`config.mk`:
```
export PLATFORM = sky130hd
export DESIGN_NAME = diameter_header_result_code_parser_unit
export DESIGN_NICKNAME = d
export VERILOG_FILES = /design/src/hw/rtl/dhrc_pkg.sv /design/src/hw/rtl/diameter_header_result_code_parser_unit.sv /design/src/hw/rtl/dhrc_core.sv
export VERILOG_INCLUDE_DIRS = /design/src /design/src/hw/rtl
export SDC_FILE = /design/constraint.sdc
export NUM_CORES = 1
export LEC_CHECK = 0
export ABC_AREA = 1
export BUFFER_PORTS_ARGS = -buffer_cell sky130_fd_sc_hd__buf_2
export CORE_MARGIN = 1
export CORE_UTILIZATION = 50
export CTS_BUF_LIST = sky130_fd_sc_hd__clkbuf_2
export CTS_CLUSTER_DIAMETER = 40
export DETAILED_ROUTE_END_ITERATION = 6
export GPL_TIMING_DRIVEN = 0
export PLACE_DENSITY = 0.81
export SLEW_MARGIN = 20
export SYNTH_ARGS = -nofsm -noshare
export SYNTH_HDL_FRONTEND = slang
export SYNTH_SLANG_ARGS = --single-unit
```
`constraint.sdc`:
```
create_clock -name clk_i -period 12.04 [get_ports clk_i]
set_clock_uncertainty 0.15 [all_clocks]
set_input_delay 1.204 -clock clk_i [delete_from_list [all_inputs] [get_ports clk_i]]
set_output_delay 1.204 -clock clk_i [all_outputs]
set_load 0.05 [all_outputs]
```
`src/hw/rtl/diameter_header_result_code_parser_unit_assert.svh`:
```
// Assertion macros shared by the Diameter header parser RTL.
// Included by the modules that carry concurrent checks; no other dependencies.
`ifndef DIAMETER_HEADER_RESULT_CODE_PARSER_UNIT_ASSERT_SVH
`define DIAMETER_HEADER_RESULT_CODE_PARSER_UNIT_ASSERT_SVH
`ifndef ASSERT_OFF
// Same-cycle implication, disabled during reset
`define DHRC_ASSERT_IMPL(label, clk, rst_n, ante, cons, msg) \
  label: assert property (@(posedge clk) disable iff (!rst_n) (ante) |-> (cons)) \
    else $error(msg);
// Next-cycle implication, disabled during reset
`define DHRC_ASSERT_NEXT(label, clk, rst_n, ante, cons, msg) \
  label: assert property (@(posedge clk) disable iff (!rst_n) (ante) |=> (cons)) \
    else $error(msg);
`else
`define DHRC_ASSERT_IMPL(label, clk, rst_n, ante, cons, msg)
`define DHRC_ASSERT_NEXT(label, clk, rst_n, ante, cons, msg)
`endif
`endif

```
`src/hw/rtl/dhrc_pkg.sv`:
```
// Package for the Diameter header / Result-Code parser.
// Holds the AVP walk phase type, protocol constants and the result record.
package dhrc_pkg;

  localparam int unsigned PosW = 5;
  localparam logic [PosW-1:0] HdrLen = PosW'(20);
  localparam logic [31:0] TargetReset = 32'd268;
  localparam int unsigned VendorBit = 7;

  // AVP walk phases
  typedef enum logic [2:0] {
    PH_HEADER  = 3'd0,
    PH_AVP_HDR = 3'd1,
    PH_VENDOR  = 3'd2,
    PH_VALUE   = 3'd3,
    PH_SKIP    = 3'd4,
    PH_FOUND   = 3'd5,
    PH_STOPPED = 3'd6
  } phase_e;

  // One result item
  typedef struct packed {
    logic        header_ok;
    logic        is_request;
    logic [23:0] cmd_code;
    logic [31:0] app_id;
    logic [31:0] hop_by_hop;
    logic [31:0] result_value;
    logic        result_found;
  } result_t;

endpackage

```
`src/hw/rtl/diameter_header_result_code_parser_unit.sv`:
```
// A marked byte passes the input register and then the result register before its result is presented.
// Throughput: one byte per cycle, sustained, also while a result waits to be taken;
// the input register only holds when a marked byte meets a stalled full result register.
// Reset (async, active low): parse state cleared, no item held, target code = 268.
// Top level of the Diameter header / Result-Code parser; uses dhrc_pkg and dhrc_core.
`include "diameter_header_result_code_parser_unit_assert.svh"

module diameter_header_result_code_parser_unit (
  input  logic        clk_i,
  input  logic        rst_ni,
  // input byte channel
  input  logic        in_valid_i,
  output logic        in_stall_o,
  input  logic [7:0]  data_byte_i,
  input  logic        last_byte_i,
  // result channel
  output logic        out_valid_o,
  input  logic        out_stall_i,
  output logic        header_ok_o,
  output logic        is_request_o,
  output logic [23:0] cmd_code_o,
  output logic [31:0] app_id_o,
  output logic [31:0] hop_by_hop_o,
  output logic [31:0] result_value_o,
  output logic        result_found_o,
  // target AVP code register
  input  logic        cfg_valid_i,
  output logic        cfg_ready_o,
  input  logic [31:0] cfg_wdata_i
);
  import dhrc_pkg::*;

  logic        s1_valid_q;
  logic [7:0]  s1_byte_q;
  logic        s1_last_q;
  logic        s1_adv;
  logic        in_acc;
  logic [31:0] target_q;
  logic        out_valid_q;
  result_t     res;
  result_t     out_q;

  // config register, always writable
  assign cfg_ready_o = 1'b1;

  always_ff @(posedge clk_i or negedge rst_ni) begin
    if (!rst_ni) begin
      target_q <= TargetReset;
    end else if (cfg_valid_i) begin
      target_q <= cfg_wdata_i;
    end
  end

  // input stage advances unless a marked byte has nowhere to put its result
  assign s1_adv     = s1_valid_q && !(s1_last_q && out_valid_q && out_stall_i);
  assign in_stall_o = s1_valid_q && !s1_adv;
  assign in_acc     = in_valid_i && !in_stall_o;

  always_ff @(posedge clk_i or negedge rst_ni) begin
    if (!rst_ni) begin
      s1_valid_q <= 1'b0;
    end else if (in_acc) begin
      s1_valid_q <= 1'b1;
    end else if (s1_adv) begin
      s1_valid_q <= 1'b0;
    end
  end

  always_ff @(posedge clk_i) begin
    if (in_acc) begin
      s1_byte_q <= data_byte_i;
      s1_last_q <= last_byte_i;
    end
  end

  // parse state and result logic
  dhrc_core u_core (
    .clk_i    (clk_i),
    .rst_ni   (rst_ni),
    .fire_i   (s1_adv),
    .byte_i   (s1_byte_q),
    .last_i   (s1_last_q),
    .target_i (target_q),
    .res_o    (res)
  );

  // result register
  always_ff @(posedge clk_i or negedge rst_ni) begin
    if (!rst_ni) begin
      out_valid_q <= 1'b0;
    end else if (s1_adv && s1_last_q) begin
      out_valid_q <= 1'b1;
    end else if (!out_stall_i) begin
      out_valid_q <= 1'b0;
    end
  end

  always_ff @(posedge clk_i) begin
    if (s1_adv && s1_last_q) begin
      out_q <= res;
    end
  end

  assign out_valid_o    = out_valid_q;
  assign header_ok_o    = out_q.header_ok;
  assign is_request_o   = out_q.is_request;
  assign cmd_code_o     = out_q.cmd_code;
  assign app_id_o       = out_q.app_id;
  assign hop_by_hop_o   = out_q.hop_by_hop;
  assign result_value_o = out_q.result_value;
  assign result_found_o = out_q.result_found;

  // checks
  `DHRC_ASSERT_NEXT(a_res_load, clk_i, rst_ni, s1_adv && s1_last_q, out_valid_q,
                    "marked byte left no result")
  `DHRC_ASSERT_IMPL(a_stall_held, clk_i, rst_ni, !s1_valid_q, !in_stall_o,
                    "stall with empty input register")
  `DHRC_ASSERT_NEXT(a_cfg_write, clk_i, rst_ni, cfg_valid_i, target_q == $past(cfg_wdata_i),
                    "config write lost")
  `DHRC_ASSERT_IMPL(a_found_ok, clk_i, rst_ni, out_valid_q && out_q.result_found,
                    out_q.header_ok, "found without header")

endmodule

```
`src/hw/rtl/dhrc_core.sv`:
```
// Per-message parse state: header capture and AVP walk, one byte per fire.
// Depends on dhrc_pkg and the shared assertion macro header.
`include "diameter_header_result_code_parser_unit_assert.svh"

module dhrc_core (
  input  logic              clk_i,
  input  logic              rst_ni,
  input  logic              fire_i,
  input  logic [7:0]        byte_i,
  input  logic              last_i,
  input  logic [31:0]       target_i,
  output dhrc_pkg::result_t res_o
);
  import dhrc_pkg::*;

  logic [PosW-1:0] pos_q, pos_d;
  logic [63:0]     hdr_q, hdr_d;
  logic [7:0]      flags_q, flags_d;
  logic [23:0]     cmd_q, cmd_d;
  phase_e          phase_q, phase_d;
  logic [3:0]      idx_q, idx_d;
  logic [31:0]     code_q, code_d;
  logic [7:0]      aflags_q, aflags_d;
  logic [23:0]     alen_q, alen_d;
  logic [24:0]     skip_q, skip_d;
  logic [31:0]     val_q, val_d;
  logic [24:0]     alen_pad;
  logic            ok;
  logic            found;

  // padded AVP length, used when the AVP header completes
  assign alen_pad = ({1'b0, alen_d} + 25'd3) & ~25'd3;

  // next state for one byte
  always_comb begin
    pos_d    = pos_q;
    hdr_d    = hdr_q;
    flags_d  = flags_q;
    cmd_d    = cmd_q;
    phase_d  = phase_q;
    idx_d    = idx_q;
    code_d   = code_q;
    aflags_d = aflags_q;
    alen_d   = alen_q;
    skip_d   = skip_q;
    val_d    = val_q;
    if (pos_q < HdrLen) begin
      // fixed header bytes
      if (pos_q == PosW'(4)) begin
        flags_d = byte_i;
      end else if (pos_q >= PosW'(5) && pos_q <= PosW'(7)) begin
        cmd_d = {cmd_q[15:0], byte_i};
      end else if (pos_q >= PosW'(8) && pos_q <= PosW'(15)) begin
        hdr_d = {hdr_q[55:0], byte_i};
      end
      if (pos_q == HdrLen - PosW'(1)) begin
        pos_d   = HdrLen;
        phase_d = PH_AVP_HDR;
        idx_d   = '0;
      end else begin
        pos_d = pos_q + PosW'(1);
      end
    end else begin
      unique case (phase_q)
        PH_AVP_HDR: begin
          if (idx_q < 4'd4) begin
            code_d = {code_q[23:0], byte_i};
          end else if (idx_q == 4'd4) begin
            aflags_d = byte_i;
          end else begin
            alen_d = {alen_q[15:0], byte_i};
          end
          if (idx_q == 4'd7) begin
            idx_d = '0;
            if (alen_d < 24'd8) begin
              phase_d = PH_STOPPED;
            end else if (code_q == target_i) begin
              phase_d = aflags_q[VendorBit] ? PH_VENDOR : PH_VALUE;
            end else begin
              skip_d  = alen_pad - 25'd8;
              phase_d = (skip_d != '0) ? PH_SKIP : PH_AVP_HDR;
            end
          end else begin
            idx_d = idx_q + 4'd1;
          end
        end
        PH_VENDOR: begin
          if (idx_q == 4'd3) begin
            idx_d   = '0;
            phase_d = PH_VALUE;
          end else begin
            idx_d = idx_q + 4'd1;
          end
        end
        PH_VALUE: begin
          val_d = {val_q[23:0], byte_i};
          if (idx_q == 4'd3) begin
            idx_d   = '0;
            phase_d = PH_FOUND;
          end else begin
            idx_d = idx_q + 4'd1;
          end
        end
        PH_SKIP: begin
          if (skip_q != '0) begin
            skip_d = skip_q - 25'd1;
          end
          if (skip_d == '0) begin
            phase_d = PH_AVP_HDR;
            idx_d   = '0;
          end
        end
        default: begin
        end
      endcase
    end
  end

  // result from the state after this byte
  assign ok    = (pos_d == HdrLen);
  assign found = ok && (phase_d == PH_FOUND);

  always_comb begin
    res_o.header_ok    = ok;
    res_o.is_request   = ok && flags_d[VendorBit];
    res_o.cmd_code     = ok ? cmd_d : '0;
    res_o.app_id       = ok ? hdr_d[63:32] : '0;
    res_o.hop_by_hop   = ok ? hdr_d[31:0] : '0;
    res_o.result_value = found ? val_d : '0;
    res_o.result_found = found;
  end

  // state registers; the marked byte returns everything to reset
  always_ff @(posedge clk_i or negedge rst_ni) begin
    if (!rst_ni) begin
      pos_q    <= '0;
      hdr_q    <= '0;
      flags_q  <= '0;
      cmd_q    <= '0;
      phase_q  <= PH_HEADER;
      idx_q    <= '0;
      code_q   <= '0;
      aflags_q <= '0;
      alen_q   <= '0;
      skip_q   <= '0;
      val_q    <= '0;
    end else if (fire_i) begin
      if (last_i) begin
        pos_q    <= '0;
        hdr_q    <= '0;
        flags_q  <= '0;
        cmd_q    <= '0;
        phase_q  <= PH_HEADER;
        idx_q    <= '0;
        code_q   <= '0;
        aflags_q <= '0;
        alen_q   <= '0;
        skip_q   <= '0;
        val_q    <= '0;
      end else begin
        pos_q    <= pos_d;
        hdr_q    <= hdr_d;
        flags_q  <= flags_d;
        cmd_q    <= cmd_d;
        phase_q  <= phase_d;
        idx_q    <= idx_d;
        code_q   <= code_d;
        aflags_q <= aflags_d;
        alen_q   <= alen_d;
        skip_q   <= skip_d;
        val_q    <= val_d;
      end
    end
  end

  // checks
  `DHRC_ASSERT_IMPL(a_pos_sat, clk_i, rst_ni, 1'b1, pos_q <= HdrLen, "byte position past header")
  `DHRC_ASSERT_IMPL(a_hdr_phase, clk_i, rst_ni, pos_q < HdrLen, phase_q == PH_HEADER,
                    "AVP walk started inside header")
  `DHRC_ASSERT_IMPL(a_walk_phase, clk_i, rst_ni, pos_q == HdrLen, phase_q != PH_HEADER,
                    "AVP walk idle after header")
  `DHRC_ASSERT_IMPL(a_skip_nz, clk_i, rst_ni, phase_q == PH_SKIP, skip_q != '0,
                    "skip phase with zero count")
  `DHRC_ASSERT_NEXT(a_clear, clk_i, rst_ni, fire_i && last_i,
                    pos_q == '0 && phase_q == PH_HEADER, "state not cleared after message")

endmodule
```
-- Word-level counts from Yosys, hierarchy flattened
Cells that the tools add are included.
- bits in latches: 0
- output and inout bits: 126
- logic and storage cells: 148
- register bits: 388
- memories: 0
- RAM bits: 0
- ROM bits: 0
- equal/unequal tests: 20
- bitwise gates (word level): 0
- shift operators: 0
- div/mod/pow operators: 0
- mux-type cells: 66
- reductions and logical operators: 27
- add/sub/neg operators: 5
- order comparisons: 7
- multiply operators: 0
- operators with widths (operator ; number):
    two-way mux 64 bit ; 5
    two-way mux 24 bit ; 11
    two-way mux 32 bit ; 7
    two-way mux 25 bit ; 8
    two-way mux 8 bit ; 8
    case mux 25 bit (2 select lines) ; 1
    nonzero test 25 bit ; 2
    equality test 32 bit ; 1
    two-way mux 3 bit ; 10
    adder 24 x 2 -> 25 bit (second input constant) ; 1
    zero test 25 bit ; 1
    subtractor 25 x 1 -> 25 bit (second input constant) ; 1
    subtractor 25 x 4 -> 25 bit (second input constant) ; 1
    less-than comparator 24 x 4 -> 1 bit (second input constant) ; 1
    two-way mux 4 bit ; 6
    two-way mux 5 bit ; 3
    case mux 3 bit (4 select lines) ; 1
    case mux 4 bit (3 select lines) ; 1
    equality test 5 bit (second input constant) ; 2
    logical AND 1 bit ; 10
    inequality test 3 bit (second input constant) ; 3
    equality test 4 x 3 -> 1 bit (second input constant) ; 2
    AND reduction 4 bit ; 2
    nonzero test 2 bit ; 4
    24 further kinds ; 33

-- Depth between registers and ports, before layout
Gate-level depths: netlist of the first run.
- word-level depth: 18
- mapped depth: 34

-- Modules after synthesis
From an unflattened synthesis of the first run, not the netlist that was laid out.
- cells, all modules: 2184
- area total of the unflattened synthesis: 19326.0 µm²
- modules (own cells, without submodules) (module ; area an instance (µm²) ; instances ; cells an instance):
    dhrc_core ; 13834.5 ; 1 ; 1901
    diameter_header_result_code_parser_unit ; 5491.5 ; 1 ; 283

-- Worst setup path before layout of the first run
Ideal clock, no wire load.
- kind: input-to-reg
- from: input out_stall_i
- to: register out_q (netlist bit app_id_o[0]) (enable)
- setup time: 0.476 ns
- data arrival time: 4.414 ns
- path buffers: 2
- cell stages on the path: 7
- path slack: 7.000 ns
- cell sequence: nand3_1 nand2_1 clkbuf_1 inv_1 clkbuf_1 nand2_1 inv_1
- longest elaborated chain between the ends: 4
- RTL lines (item ; RTL line ; source):
    from (decl) ; diameter_header_result_code_parser_unit.sv:18 ; input logic out_stall_i,
    logical AND 1 bit ; diameter_header_result_code_parser_unit.sv:55 ; assign s1_adv = s1_valid_q && !(s1_last_q && out_valid_q && out_stall_i);
    zero test 1 bit ; diameter_header_result_code_parser_unit.sv:55 ;
    logical AND 1 bit ; diameter_header_result_code_parser_unit.sv:55 ;
    logical AND 1 bit ; diameter_header_result_code_parser_unit.sv:99 ; if (s1_adv && s1_last_q) begin
    to (signal assigned) ; diameter_header_result_code_parser_unit.sv:100 ; out_q <= res;
    to (decl) ; diameter_header_result_code_parser_unit.sv:41 ; result_t out_q;
No other way between the ends.
A chain may end at the register's enable or synchronous reset.

-- Worst setup path in the final report of the first run
- from: register u_core.idx_q[0]
- to: register out_q (netlist bit result_value_o[27]), data pin
- longest elaborated chain between the ends: 18
- RTL lines (item ; RTL line ; source):
    from (decl) ; dhrc_core.sv:21 ; logic [3:0] idx_q, idx_d;
    from (signal assigned) ; dhrc_core.sv:166 ; idx_q <= idx_d;
    parallel branches: the longest is 14 deep, another holds adder 24 x 2 -> 25 bit ; -- ;
    case mux 3 bit (4 select lines) * ; dhrc_core.sv:64 ; unique case (phase_q)
    two-way mux 3 bit * ; dhrc_core.sv:47 ; if (pos_q < HdrLen) begin
    equality test 3 bit * ; dhrc_core.sv:121 ; assign found = ok && (phase_d == PH_FOUND);
    logical AND 1 bit * ; dhrc_core.sv:121 ;
Mark *: on every way between the ends. The select of a mux whose other input is x is not followed.

==> impl_metrics.py, run 1 <==
metrics = {
    "run": {
        "timing.max_cap.violations": 0,
    },
    "synthesis": {
        "seq_area_frac_synth_pct": 52.3,
        "post_synth_num_cell_types": 47,
        "yosys_warnings": 0,
        "synth_async_sr_flop_share_pct": 65.4,
        "synth-edff-count": 132,
        "postSynthRegisterBits": 381,
        "mappedNetlistNets": 2351,
        "post_synth_inst_count": 2298,
        "netlist_area_um2": 19500,
        "ys_dominant_reg_cell": "sky130_fd_sc_hd__dfrtp_1",
        "synthesis.area_per_instance_um2": 8.48,
    },
    "timing": {
        "grt_setup_unrepaired": "no",
        "slew-limit-headroom_pct": 50.1,
        "final.period_utilization_pct": 37.9,
        "worst_slew_pin_slew_ps": 747,
        "finalHoldViolations": 0,
        "maxClockFrequency_ghz": 0.219,
        "setup_viol": 0,
        "drv_slew": 0,
        "period_minus_slack_ps": 4560,
        "setup_total_negative_slack_ps": 0,
        "fin_ws_ps": 7480,
        "min_hold_slack_ps": 202,
    },
    "clock_network": {
        "cts_max_path_buffers": 3,
        "clock_sinks": 381,
        "cts_resized": 0,
        "cts_max_level": 3,
        "cts_tree": "built",
        "cts_root_buf": "sky130_fd_sc_hd__clkbuf_2",
        "postCtsSetupBuffers": 0,
        "worst_setup_hold_path_clk_slew_ps": 90,
        "worstSkewPairLatency_ps": 1060,
        "cts_buffers": 98,
    },
    "route": {
        "drt-vias-per-instance": 5.32,
        "drt_drc_violations_left": 0,
        "detailroute.via_count": 16800,
        "drt-pass1-iter-count": 5,
        "drt_first_iter_violations": 1241,
        "postRouteAntennaNets": 0,
        "route.detailed.wl_per_inst_um": 16.0,
        "wirelength_mm": 50.6,
    },
    "worst_hold_path": {
        "holdCritPathClass": "input port to flop",
    },
    "pwr": {
        "power_mw": 2.77,
        "leakage_nw": 10.4,
        "p_int_mw": 1.89,
        "net-switching-power_mw": 0.882,
        "part_of_the_power_in_combinational_logic_pct": 13.7,
        "power_switching_share_pct": 31.8,
        "pwr-share-clk_pct": 33.5,
        "vdd.ir_drop.worst_uv": 99.9,
        "pwr-share-seq_pct": 52.8,
        "pwr_density_cell_nw_per_um2": 126,
    },
    "floorplan": {
        "std_cell_rows": 71,
        "floorplan.die.width_um": 199,
        "num_io_pins": 172,
        "initial_core_util_pct": 51.3,
        "full_die_area_um2": 39800,
        "die_height_um": 199,
        "core_region_area_um2": 38000,
    },
    "global_routing": {
        "first_global_vias": 16300,
        "global_route_overflow": 0,
        "global_route_wire_length_before_repair_mm": 81.2,
        "initial_antenna_violation_count": 1,
        "grt_start_max_net_pins": 89,
        "grt_usage_pct": 26.0,
    },
    "critical_path": {
        "worstSetupStartpointType": "flop",
        "crit_buf_inv": 5,
        "worst-path-max-fanout": 10,
        "cell_breakdown_of_the_critical_path": "inv_1, ha_1, o21ai_4, buf_2, buf_2, clkbuf_1, nand2_1, o21ai_0, nand4_1, nor4_1, nand4_1, nand3_1, nand2_1, o2111ai_1, a21oi_1, a211oi_1, nor2_1, a21boi_4, nand2_4, buf_8, nor2_4",
        "timing.critical_path.arrival_ps": 5180,
        "critical-path-max-stage-delay_ps": 400,
        "family_with_the_most_delay_on_the_worst_path": "simple AND/OR/NAND/NOR gates",
        "worst_ep_required_time_ps": 12670,
        "setup.worst_path.end_class": "flop",
        "path_class": "flop to flop",
        "critical_path.slowest_cell": "sky130_fd_sc_hd__dfrtp_1",
    },
    "place": {
        "pre_cts_slack_ps": 7470,
        "dpl.cell_count": 2981,
        "global_placement_routability_congestion": 0.935,
        "detailed_place.area_um2": 21100,
        "dpl_hpwl_mm": 37.1,
        "numPortBuffers": 169,
    },
    "outcome": {
        "run_status": "complete, no violations",
    },
    "cells_and_area": {
        "areaGrowthSynthToFinish_pct": 13.0,
        "finalInstanceArea_um2": 22000,
        "final_layout_size_suffix_gt1_share_pct": 18.4,
        "nNetsFinal": 2624,
        "utilization_pct": 57.9,
        "stdcell_count": 3164,
        "fillers": 3475,
    },
}
-- worst register-to-register path: stages (launching register included) --
cell                        delay (ps)
sky130_fd_sc_hd__dfrtp_1           400
sky130_fd_sc_hd__inv_1              70
sky130_fd_sc_hd__ha_1              250
sky130_fd_sc_hd__o21ai_4           280
sky130_fd_sc_hd__buf_2             300
sky130_fd_sc_hd__buf_2             250
sky130_fd_sc_hd__clkbuf_1          350
sky130_fd_sc_hd__nand2_1            90
sky130_fd_sc_hd__o21ai_0            90
sky130_fd_sc_hd__nand4_1           150
sky130_fd_sc_hd__nor4_1            330
sky130_fd_sc_hd__nand4_1           290
sky130_fd_sc_hd__nand3_1           180
sky130_fd_sc_hd__nand2_1            70
sky130_fd_sc_hd__o2111ai_1          80
sky130_fd_sc_hd__a21oi_1            90
sky130_fd_sc_hd__a211oi_1          280
sky130_fd_sc_hd__nor2_1             80
sky130_fd_sc_hd__a21boi_4          150
sky130_fd_sc_hd__nand2_4           150
sky130_fd_sc_hd__buf_8             220
sky130_fd_sc_hd__nor2_4             40
-- flip-flops by register name (all words and copies together) (netlist names), 3 cells and up --
signal,cells
u_core.hdr_q,64
app_id_o,32
hop_by_hop_o,32
result_value_o,32
target_q,32
u_core.code_q,32
u_core.val_q,32
u_core.skip_q,25
cmd_code_o,24
u_core.alen_q,24
u_core.cmd_q,24
s1_byte_q,8
u_core.pos_q,5
u_core.idx_q,4
u_core.phase_q,3
-- cells in the mapped netlist (all sizes together) (15+ instances only) --
master	instances	area [um^2]
buf	18	156
dfrtp	246	6160
xor2	23	201
nand2	527	2170
o21ai	272	1380
nand3	133	728
nand4	38	238
edfxtp	132	3960
nor2	255	1350
o22ai	153	957
clkbuf	91	342
inv	332	1250
nor4	15	93.8
-- cells by family (layout without fill, tap and decap cells) --
family | Yosys count | in the layout | share of synthesized area, %
XOR/XNOR | 25 | 25 | 1.12
other | 1 | 2 | 0.0192
adder cells (fa/ha/maj) | 7 | 7 | 0.449
flip-flops | 381 | 381 | 52.3
buffers and inverters | 445 | 799 | 9.03
multiplexers | 1 | 1 | 0.0578
AND/OR/NAND/NOR | 986 | 986 | 24.1
AO/OA/AOI/OAI | 452 | 452 | 12.9
-- metal layers --
layer  vias to the layer above  track usage, %  wire [um]
met5                         -               0          0
met4                         0            11.5       1680
met3                       116            5.03       3500
met2                       607            42.7      24100
met1                      7900            33.5      21300
li1                       8206               -          -
-- area by class of cell --
cell class                      count  area (um^2)  share of cell area (%)
Antenna cell                        1         2.50                  0.0114
Buffer                            109          498                    2.26
Clock buffer                      150          751                    3.41
Clock inverter                     31          190                   0.863
Inverter                          336         1270                    5.75
Multi-Input combinational cell   1472         7530                    34.2
Sequential cell                   381        10200                    46.3
Tap cell                          511          639                    2.90
Timing Repair Buffer              173          948                    4.31
-- cells in the final DEF (no fill, tap or decap), types with 4 or more instances in the layout --
cell	count
sky130_fd_sc_hd__a21oi_1	13
sky130_fd_sc_hd__buf_1	4
sky130_fd_sc_hd__buf_2	171
sky130_fd_sc_hd__buf_4	5
sky130_fd_sc_hd__clkbuf_1	91
sky130_fd_sc_hd__clkbuf_2	150
sky130_fd_sc_hd__clkinv_1	23
sky130_fd_sc_hd__clkinv_2	6
sky130_fd_sc_hd__dfrtp_1	246
sky130_fd_sc_hd__edfxtp_1	132
sky130_fd_sc_hd__ha_1	7
sky130_fd_sc_hd__inv_1	313
sky130_fd_sc_hd__inv_2	19
sky130_fd_sc_hd__nand2_1	483
sky130_fd_sc_hd__nand2_2	31
sky130_fd_sc_hd__nand2_4	11
sky130_fd_sc_hd__nand3_1	125
sky130_fd_sc_hd__nand3_2	5
sky130_fd_sc_hd__nand4_1	38
sky130_fd_sc_hd__nor2_1	195
sky130_fd_sc_hd__nor2_2	16
sky130_fd_sc_hd__nor2_4	41
sky130_fd_sc_hd__nor3_1	14
sky130_fd_sc_hd__nor4_1	15
sky130_fd_sc_hd__o211ai_1	4
sky130_fd_sc_hd__o21ai_0	264
sky130_fd_sc_hd__o21ai_1	6
sky130_fd_sc_hd__o22ai_1	153
sky130_fd_sc_hd__xor2_1	23
-- worst paths after layout --
kind / startpoint / end / slack, ps / cells past startpoint
max in group asynchronous: rst_ni / target_q[8]$_DFFE_PN1P_ / 10130 / 3
hold reg to reg: target_q[8]$_DFFE_PN1P_ / target_q[8]$_DFFE_PN1P_ / 370 / 2
min in group asynchronous: rst_ni / u_core.skip_q[23]$_DFFE_PN0P_ / 620 / 2
setup / recovery: u_core.idx_q[0]$_DFFE_PN0P_ / result_value_o[27]$_SDFFCE_PN0P_ / 7480 / 21
hold / removal: last_byte_i / s1_last_q$_DFFE_PP_ / 200 / 1
setup reg to reg: u_core.idx_q[0]$_DFFE_PN0P_ / result_value_o[27]$_SDFFCE_PN0P_ / 7480 / 21
-- power by group through the flow --
stage | sequential, mW | combinational (mW) | clock [mW]
floorplan | 1.53 | 0.206 | 0
global placement | 1.49 | 0.362 | 0
detailed placement | 1.49 | 0.378 | 0
CTS | 1.46 | 0.379 | 0.953
global route | 1.47 | 0.420 | 1.02
finish | 1.46 | 0.381 | 0.930
-- what timing repair did --
| action | in CTS | in global routing |
|---|---|---|
| setup endpoints to repair | 0 | 0 |
| hold endpoints to repair | 38 | 0 |
| hold buffers | 1 | 0 |
Power figures use the tool's default switching activity.
==> inputs of run 2 (changes only) <==
==> constraint.sdc (replaced) <==
create_clock -name clk_i -period 4.64 [get_ports clk_i]
set_clock_uncertainty 0.15 [all_clocks]
set_input_delay 0.464 -clock clk_i [delete_from_list [all_inputs] [get_ports clk_i]]
set_output_delay 0.464 -clock clk_i [all_outputs]
set_load 0.05 [all_outputs]
==> run 2 against run 1 <==
Net effect: die area stayed put; clock power grew to 2.6 times the previous value; setup slack worse by 7200 ps; flip-flop and latch count stayed put; global-route usage is 1.9 points higher; sequential share of layout area is 3.5 points lower; critical path depth is 10 higher; critical path type unchanged; largest power group unchanged.
==> impl_metrics.py, run 2 (synthesized netlist as in run 1, its figures left out) <==
metrics = {
    "outcome": {
        "run_status": "complete, no violations",
    },
    "global_routing": {
        "grt_usage_pct": 27.9,
        "global_route_overflow": 0,
        "first_global_vias": 17300,
        "initial_antenna_violation_count": 1,
        "grt_start_max_net_pins": 89,
        "global_route_wire_length_before_repair_mm": 86.7,
    },
    "worst_hold_path": {
        "min_delay_path_depth": 3,
        "holdCritPathClass": "input port to flop",
    },
    "clock_network": {
        "cts_root_buf": "sky130_fd_sc_hd__clkbuf_2",
        "cts_buffers": 98,
        "worstSkewPairLatency_ps": 1070,
        "clock_sinks": 381,
        "cts_max_path_buffers": 3,
        "cts_tree": "built",
        "cts_max_level": 3,
        "worst_setup_hold_path_clk_slew_ps": 100,
    },
    "timing": {
        "slew-limit-headroom_pct": 47.7,
        "maxClockFrequency_ghz": 0.230,
        "min_hold_slack_ps": 131,
        "setup_viol": 0,
        "finalHoldViolations": 0,
        "worst_slew_pin_slew_ps": 784,
        "final.period_utilization_pct": 93.7,
        "setup_total_negative_slack_ps": 0,
        "period_minus_slack_ps": 4350,
        "drv_slew": 0,
    },
    "pwr": {
        "vdd.ir_drop.worst_uv": 259,
        "pwr-share-seq_pct": 51.7,
        "p_int_mw": 5.00,
        "leakage_nw": 11.1,
        "net-switching-power_mw": 2.36,
        "pwr_density_cell_nw_per_um2": 309,
        "pwr-share-clk_pct": 33.1,
        "power_switching_share_pct": 32.0,
        "part_of_the_power_in_combinational_logic_pct": 15.3,
    },
    "place": {
        "numPortBuffers": 169,
        "detailed_place.area_um2": 21100,
        "global_placement_routability_congestion": 0.935,
        "dpl_hpwl_mm": 37.1,
    },
    "critical_path": {
        "timing.critical_path.arrival_ps": 5120,
        "critical_path.slowest_cell": "sky130_fd_sc_hd__dfrtp_1",
        "crit_buf_inv": 4,
        "worst_ep_required_time_ps": 5410,
        "instance_count_on_the_critical_path": 31,
        "worst_r2r_path_depth": 31,
        "worstSetupStartpointType": "flop",
        "family_with_the_most_delay_on_the_worst_path": "simple AND/OR/NAND/NOR gates",
        "critical-path-max-stage-delay_ps": 400,
        "setup.worst_path.end_class": "flop",
        "path_class": "flop to flop",
        "worst-path-max-fanout": 10,
        "cpMostUsedCell": "sky130_fd_sc_hd__nand2_1",
    },
    "route": {
        "drt-pass1-iter-count": 5,
        "drt_first_iter_violations": 1339,
        "drt_drc_violations_left": 0,
        "detailroute.via_count": 17800,
        "route.detailed.wl_per_inst_um": 16.6,
        "drt-vias-per-instance": 5.35,
        "wirelength_mm": 55.0,
        "postRouteAntennaNets": 0,
    },
    "cells_and_area": {
        "most_frequent_standard_cell_in_the_layout_excluding_fill_and_tap_cells": "sky130_fd_sc_hd__nand2_1",
        "max_flop_register": "u_core.hdr_q",
        "commonest_non_fill_non_tap_cells_in_the_layout": "sky130_fd_sc_hd__nand2_1, sky130_fd_sc_hd__inv_1, sky130_fd_sc_hd__o21ai_0",
        "nNetsFinal": 2778,
        "area_taken_by_multi_input_logic_gates_um2": 7740,
        "utilization_pct": 62.7,
        "final_layout_size_suffix_gt1_share_pct": 18.8,
        "areaGrowthSynthToFinish_pct": 22.3,
        "finalInstanceArea_um2": 23800,
        "register_area_um2": 10200,
        "fillers": 3232,
        "largest_register_ffs": 64,
    },
    "run": {
        "timing.max_cap.violations": 0,
    },
    "floorplan": {
        "floorplan.die.width_um": 199,
        "initial_core_util_pct": 51.3,
        "std_cell_rows": 71,
        "num_io_pins": 172,
        "die_height_um": 199,
        "full_die_area_um2": 39800,
        "core_region_area_um2": 38000,
    },
}
[run 2: changes by cell type in the layout (fill, tap and decap cells not counted), moves of 3 or more]
cell,before,now
sky130_fd_sc_hd__nor2_1,195,181
sky130_fd_sc_hd__clkbuf_16,0,3
sky130_fd_sc_hd__nor2_4,41,52
sky130_fd_sc_hd__nand2_2,31,36
sky130_fd_sc_hd__diode_2,1,5
sky130_fd_sc_hd__nand2_1,483,473
sky130_fd_sc_hd__nor2_2,16,19
sky130_fd_sc_hd__nand2_4,11,16
sky130_fd_sc_hd__dlygate4sd3_1,1,148
[run 2: final timing paths]
path	start	endpoint	slack [ps]
worst max-delay path	u_core.idx_q[0]$_DFFE_PN0P_	result_value_o[14]$_SDFFCE_PN0P_	290
worst min-delay path	cfg_valid_i	target_q[13]$_DFFE_PN0P_	130
worst max register to register	u_core.idx_q[0]$_DFFE_PN0P_	result_value_o[14]$_SDFFCE_PN0P_	290
worst min register to register	u_core.alen_q[17]$_DFFE_PN0P_	u_core.alen_q[17]$_DFFE_PN0P_	380
max in group asynchronous	rst_ni	u_core.skip_q[11]$_DFFE_PN0P_	3410
min in group asynchronous	rst_ni	u_core.val_q[10]$_DFFE_PN0P_	420
[run 2: what timing repair did]
| action | 4_1_cts | 5_1_grt |
|---|---|---|
| hold buffers | 149 | 0 |
| setup buffers | 0 | 2 |
| gates resized for setup | 0 | 56 |
| endpoints found under the hold margin | 303 | 0 |
| endpoints found under the setup margin | 0 | 50 |
[run 2: worst reg2reg max path, delay by kind of cell (launching register included)]
| family | cells | cell delay, ps |
|---|---|---|
| buf+inv | 4 | 590 |
| simple gates | 24 | 2360 |
| fa+ha+maj | 1 | 210 |
| flops | 1 | 400 |
| compound gates | 2 | 570 |
[run 2: per-stage QoR]
step | setup slack (ps) | cells | power (mW)
after floorplan | 144 | 2298 | 4.51
after global placement | -1660 | 2978 | 4.80
after detailed placement | 68.6 | 2981 | 4.84
after CTS | 75.4 | 3311 | 7.36
after global routing | -25.2 | 3318 | 7.70
final | 292 | 3322 | 7.36
[run 2: routing by layer]
metal | track usage, % | vias to the layer above | part of all wire, %
li1 | - | 8533 | -
met1 | 35.1 | 8335 | 41
met2 | 46.7 | 752 | 49
met3 | 5.20 | 164 | 6.9
met4 | 12.4 | 0 | 3.5
met5 | 0 | - | 0
[run 2: layout make-up]
cell class              instances  share of cell area [%]
flip-flops and latches        381                    42.8
multi-input cells            1473                    32.4
repair buffers                326                    10.6
inverters                     336                    5.31
clock buffers                 150                    3.15
well taps                     511                    2.68
plain buffers                 109                    2.14
clock inverters                31                   0.798
diodes                          5                  0.0525
[run 2: power by group through the flow]
stage | Sequential [mW] | Combinational [mW] | Clock [mW]
finish | 3.80 | 1.12 | 2.43
global route | 3.82 | 1.23 | 2.65
CTS | 3.79 | 1.09 | 2.47
detailed placement | 3.86 | 0.980 | 0
global placement | 3.86 | 0.938 | 0
floorplan | 3.98 | 0.534 | 0
==> inputs of run 3 (changes only) <==
--- a/config.mk
+++ b/config.mk
@@ -18,4 +18,5 @@
 export SLEW_MARGIN = 20
 export SYNTH_ARGS = -nofsm -noshare
 export SYNTH_HDL_FRONTEND = slang
+export SYNTH_HIERARCHICAL = 1
 export SYNTH_SLANG_ARGS = --single-unit
==> run 3 against run 2 <==
Net effect: global-route usage grew 0.73 points; maximum frequency shrank 2.0%; wire length grew 2.8%.
==> impl_metrics.py, run 3 <==
metrics = {
    "route": {
        "postRouteAntennaNets": 0,
        "drt_first_iter_violations": 1425,
        "detailroute.via_count": 17600,
        "wirelength_mm": 56.6,
        "drt-vias-per-instance": 5.48,
        "route.detailed.wl_per_inst_um": 17.6,
        "drt-pass1-iter-count": 5,
        "drt_drc_violations_left": 0,
    },
    "clock_network": {
        "worstSkewPairLatency_ps": 1060,
        "clock_sinks": 381,
        "cts_max_level": 3,
        "cts_max_path_buffers": 3,
        "cts_tree": "built",
        "cts_root_buf": "sky130_fd_sc_hd__clkbuf_2",
        "cts_buffers": 91,
        "worst_setup_hold_path_clk_slew_ps": 100,
    },
    "cells_and_area": {
        "final_layout_size_suffix_gt1_share_pct": 22.0,
        "utilization_pct": 63.1,
        "fillers": 3059,
        "nNetsFinal": 2679,
        "largest_register_ffs": 64,
        "max_flop_register": "u_core/hdr_q",
        "areaGrowthSynthToFinish_pct": 23.5,
        "most_frequent_standard_cell_in_the_layout_excluding_fill_and_tap_cells": "sky130_fd_sc_hd__nand2_1",
        "commonest_non_fill_non_tap_cells_in_the_layout": "sky130_fd_sc_hd__nand2_1, sky130_fd_sc_hd__inv_1, sky130_fd_sc_hd__dfrtp_1",
    },
    "synthesis": {
        "postSynthRegisterBits": 381,
        "synth-edff-count": 132,
        "leading_post_synthesis_cells_by_cell_area": "sky130_fd_sc_hd__dfrtp_1, sky130_fd_sc_hd__edfxtp_1, sky130_fd_sc_hd__nand2_1",
        "yosys_warnings": 6,
        "yosys.area.top_type": "sky130_fd_sc_hd__dfrtp_1",
        "mappedNetlistNets": 2238,
        "synthMostInstantiatedCell": "sky130_fd_sc_hd__nand2_1",
        "ys_dominant_reg_cell": "sky130_fd_sc_hd__dfrtp_1",
        "netlist_area_um2": 19300,
        "synthesis.area_per_instance_um2": 8.85,
        "post_synth_inst_count": 2184,
        "synth_top_area_share_pct": 31.9,
        "synth_common_cells": "sky130_fd_sc_hd__nand2_1, sky130_fd_sc_hd__inv_1, sky130_fd_sc_hd__dfrtp_1",
        "post_synth_num_cell_types": 55,
        "seq_area_frac_synth_pct": 52.8,
        "synth_async_sr_flop_share_pct": 65.4,
    },
    "timing": {
        "period_minus_slack_ps": 4440,
        "drv_slew": 0,
        "finalHoldViolations": 0,
        "setup_viol": 0,
        "grt_setup_unrepaired": "yes",
        "maxClockFrequency_ghz": 0.225,
        "final.period_utilization_pct": 95.7,
        "worst_slew_pin_slew_ps": 885,
        "fin_ws_ps": 202,
        "min_hold_slack_ps": 365,
        "slew-limit-headroom_pct": 40.6,
    },
    "pwr": {
        "leakage_nw": 11.1,
        "net-switching-power_mw": 2.38,
        "vdd.ir_drop.worst_uv": 187,
        "pwr-share-seq_pct": 52.5,
        "pwr_density_cell_nw_per_um2": 310,
        "p_int_mw": 5.01,
        "power_switching_share_pct": 32.3,
        "part_of_the_power_in_combinational_logic_pct": 17.1,
        "pwr-share-clk_pct": 30.4,
    },
    "floorplan": {
        "full_die_area_um2": 39400,
        "std_cell_rows": 71,
        "num_io_pins": 172,
        "core_region_area_um2": 37800,
        "floorplan.die.width_um": 199,
        "die_height_um": 199,
        "initial_core_util_pct": 51.1,
    },
    "global_routing": {
        "grt_start_max_net_pins": 82,
        "initial_antenna_violation_count": 1,
        "grt_usage_pct": 28.6,
        "global_route_wire_length_before_repair_mm": 88.6,
        "first_global_vias": 17500,
        "global_route_overflow": 0,
    },
    "worst_hold_path": {
        "holdCritPathClass": "flop to flop",
    },
    "critical_path": {
        "worst_ep_required_time_ps": 5330,
        "worst-path-max-fanout": 8,
        "crit_buf_inv": 3,
        "critical_path.slowest_cell": "sky130_fd_sc_hd__dfrtp_1",
        "setup.worst_path.end_class": "flop",
        "cpMostUsedCell": "sky130_fd_sc_hd__nand2_1",
        "timing.critical_path.arrival_ps": 5120,
        "path_class": "flop to flop",
        "family_with_the_most_delay_on_the_worst_path": "simple AND/OR/NAND/NOR gates",
        "critical-path-max-stage-delay_ps": 400,
        "worstSetupStartpointType": "flop",
    },
    "run": {
        "timing.max_cap.violations": 0,
    },
    "place": {
        "global_placement_routability_congestion": 0.910,
        "dpl_hpwl_mm": 36.8,
        "numPortBuffers": 169,
        "pre_cts_slack_ps": -85.9,
    },
    "outcome": {
        "run_status": "complete, no violations",
    },
}
-- run 3: cell types whose count changed after synthesis, moves of 11 or more --
cell	before	now
sky130_fd_sc_hd__o21ai_0	264	203
sky130_fd_sc_hd__nand2_1	483	437
sky130_fd_sc_hd__inv_1	314	276
sky130_fd_sc_hd__o21ai_2	1	29
sky130_fd_sc_hd__nand3_1	125	98
sky130_fd_sc_hd__or2_2	0	17
sky130_fd_sc_hd__xnor2_1	2	17
sky130_fd_sc_hd__o221ai_1	0	12
sky130_fd_sc_hd__o31ai_1	0	11
-- run 3: routing by layer --
layer	track usage (%)	wire, um	vias up
li1	-	-	8216
met1	35.6	22500	8380
met2	48.2	27800	826
met3	5.07	4040	175
met4	13.7	2170	0
met5	0	0	-
-- run 3: power by group through the flow --
stage	Combinational [mW]	Sequential (mW)	Clock, mW
2_1_floorplan	0.631	4.04	0
5_1_grt	1.38	3.90	2.46
3_3_place_gp	1.06	3.93	0
4_1_cts	1.22	3.86	2.26
3_5_place_dp	1.09	3.93	0
6_report	1.26	3.88	2.25
-- run 3: worst min-delay path: stages (launching register included) --
cell and delay, ps:
sky130_fd_sc_hd__dfrtp_1 360, sky130_fd_sc_hd__nand2_1 50, sky130_fd_sc_hd__o21ai_0 60
-- run 3: final cells by class --
cell class                 instances  area (um^2)  share of cell area (%)
clock inverter                    22          124                   0.519
inverter                         291         1100                    4.60
timing repair buffer             348         2750                    11.5
buffer                           106          589                    2.47
sequential                       381        10200                    42.7
clock buffer                     143          716                    3.00
multi-input combinational       1406         7750                    32.5
tap                              511          639                    2.68
antenna                            2         5.00                  0.0210
-- run 3: worst paths after layout --
| kind | slack, ps | from | end | cells past startpoint |
|---|---|---|---|---|
| worst max-delay path | 200 | u_core/idx_q[0]$_DFFE_PN0P_ | result_value_o[7]$_DFFE_PP_ | 32 |
| worst min-delay path | 370 | u_core/alen_q[22]$_DFFE_PN0P_ | u_core/alen_q[22]$_DFFE_PN0P_ | 2 |
| worst max register to register | 200 | u_core/idx_q[0]$_DFFE_PN0P_ | result_value_o[7]$_DFFE_PP_ | 32 |
| worst min register to register | 370 | u_core/alen_q[22]$_DFFE_PN0P_ | u_core/alen_q[22]$_DFFE_PN0P_ | 2 |
| max in group asynchronous | 3270 | rst_ni | target_q[3]$_DFFE_PN1P_ | 5 |
| min in group asynchronous | 420 | rst_ni | u_core/code_q[3]$_DFFE_PN0P_ | 4 |
-- run 3: cells by family after synthesis --
| group | count (synthesis) | synth area share [%] |
|---|---|---|
| xor gates and xnor gates | 45 | 2.04 |
| buffers and inverters | 397 | 8.54 |
| adders and majority gates | 8 | 0.518 |
| and+or+nand+nor | 913 | 22.5 |
| other | 1 | 0.0194 |
| DFF | 381 | 52.8 |
| AOI/OAI and AO/OA | 439 | 13.6 |
-- run 3: timing repair --
action	4_1_cts	5_1_grt
endpoints found under the hold margin	342	0
pin swaps	1	24
hold buffers	155	0
cloned	0	5
buffers inserted	0	15
gates resized for setup	4	84
setup endpoints to repair	39	50
-- run 3: per-stage QoR --
step	instance area (um^2)	cells	power, mW	TNS (ps)
2_1_floorplan	19300	2184	4.67	0
3_3_place_gp	20800	2864	4.99	-381350
3_5_place_dp	20900	2868	5.03	-158
4_1_cts	23400	3188	7.34	0
5_1_grt	23900	3209	7.74	-2300
6_report	23900	3210	7.39	0
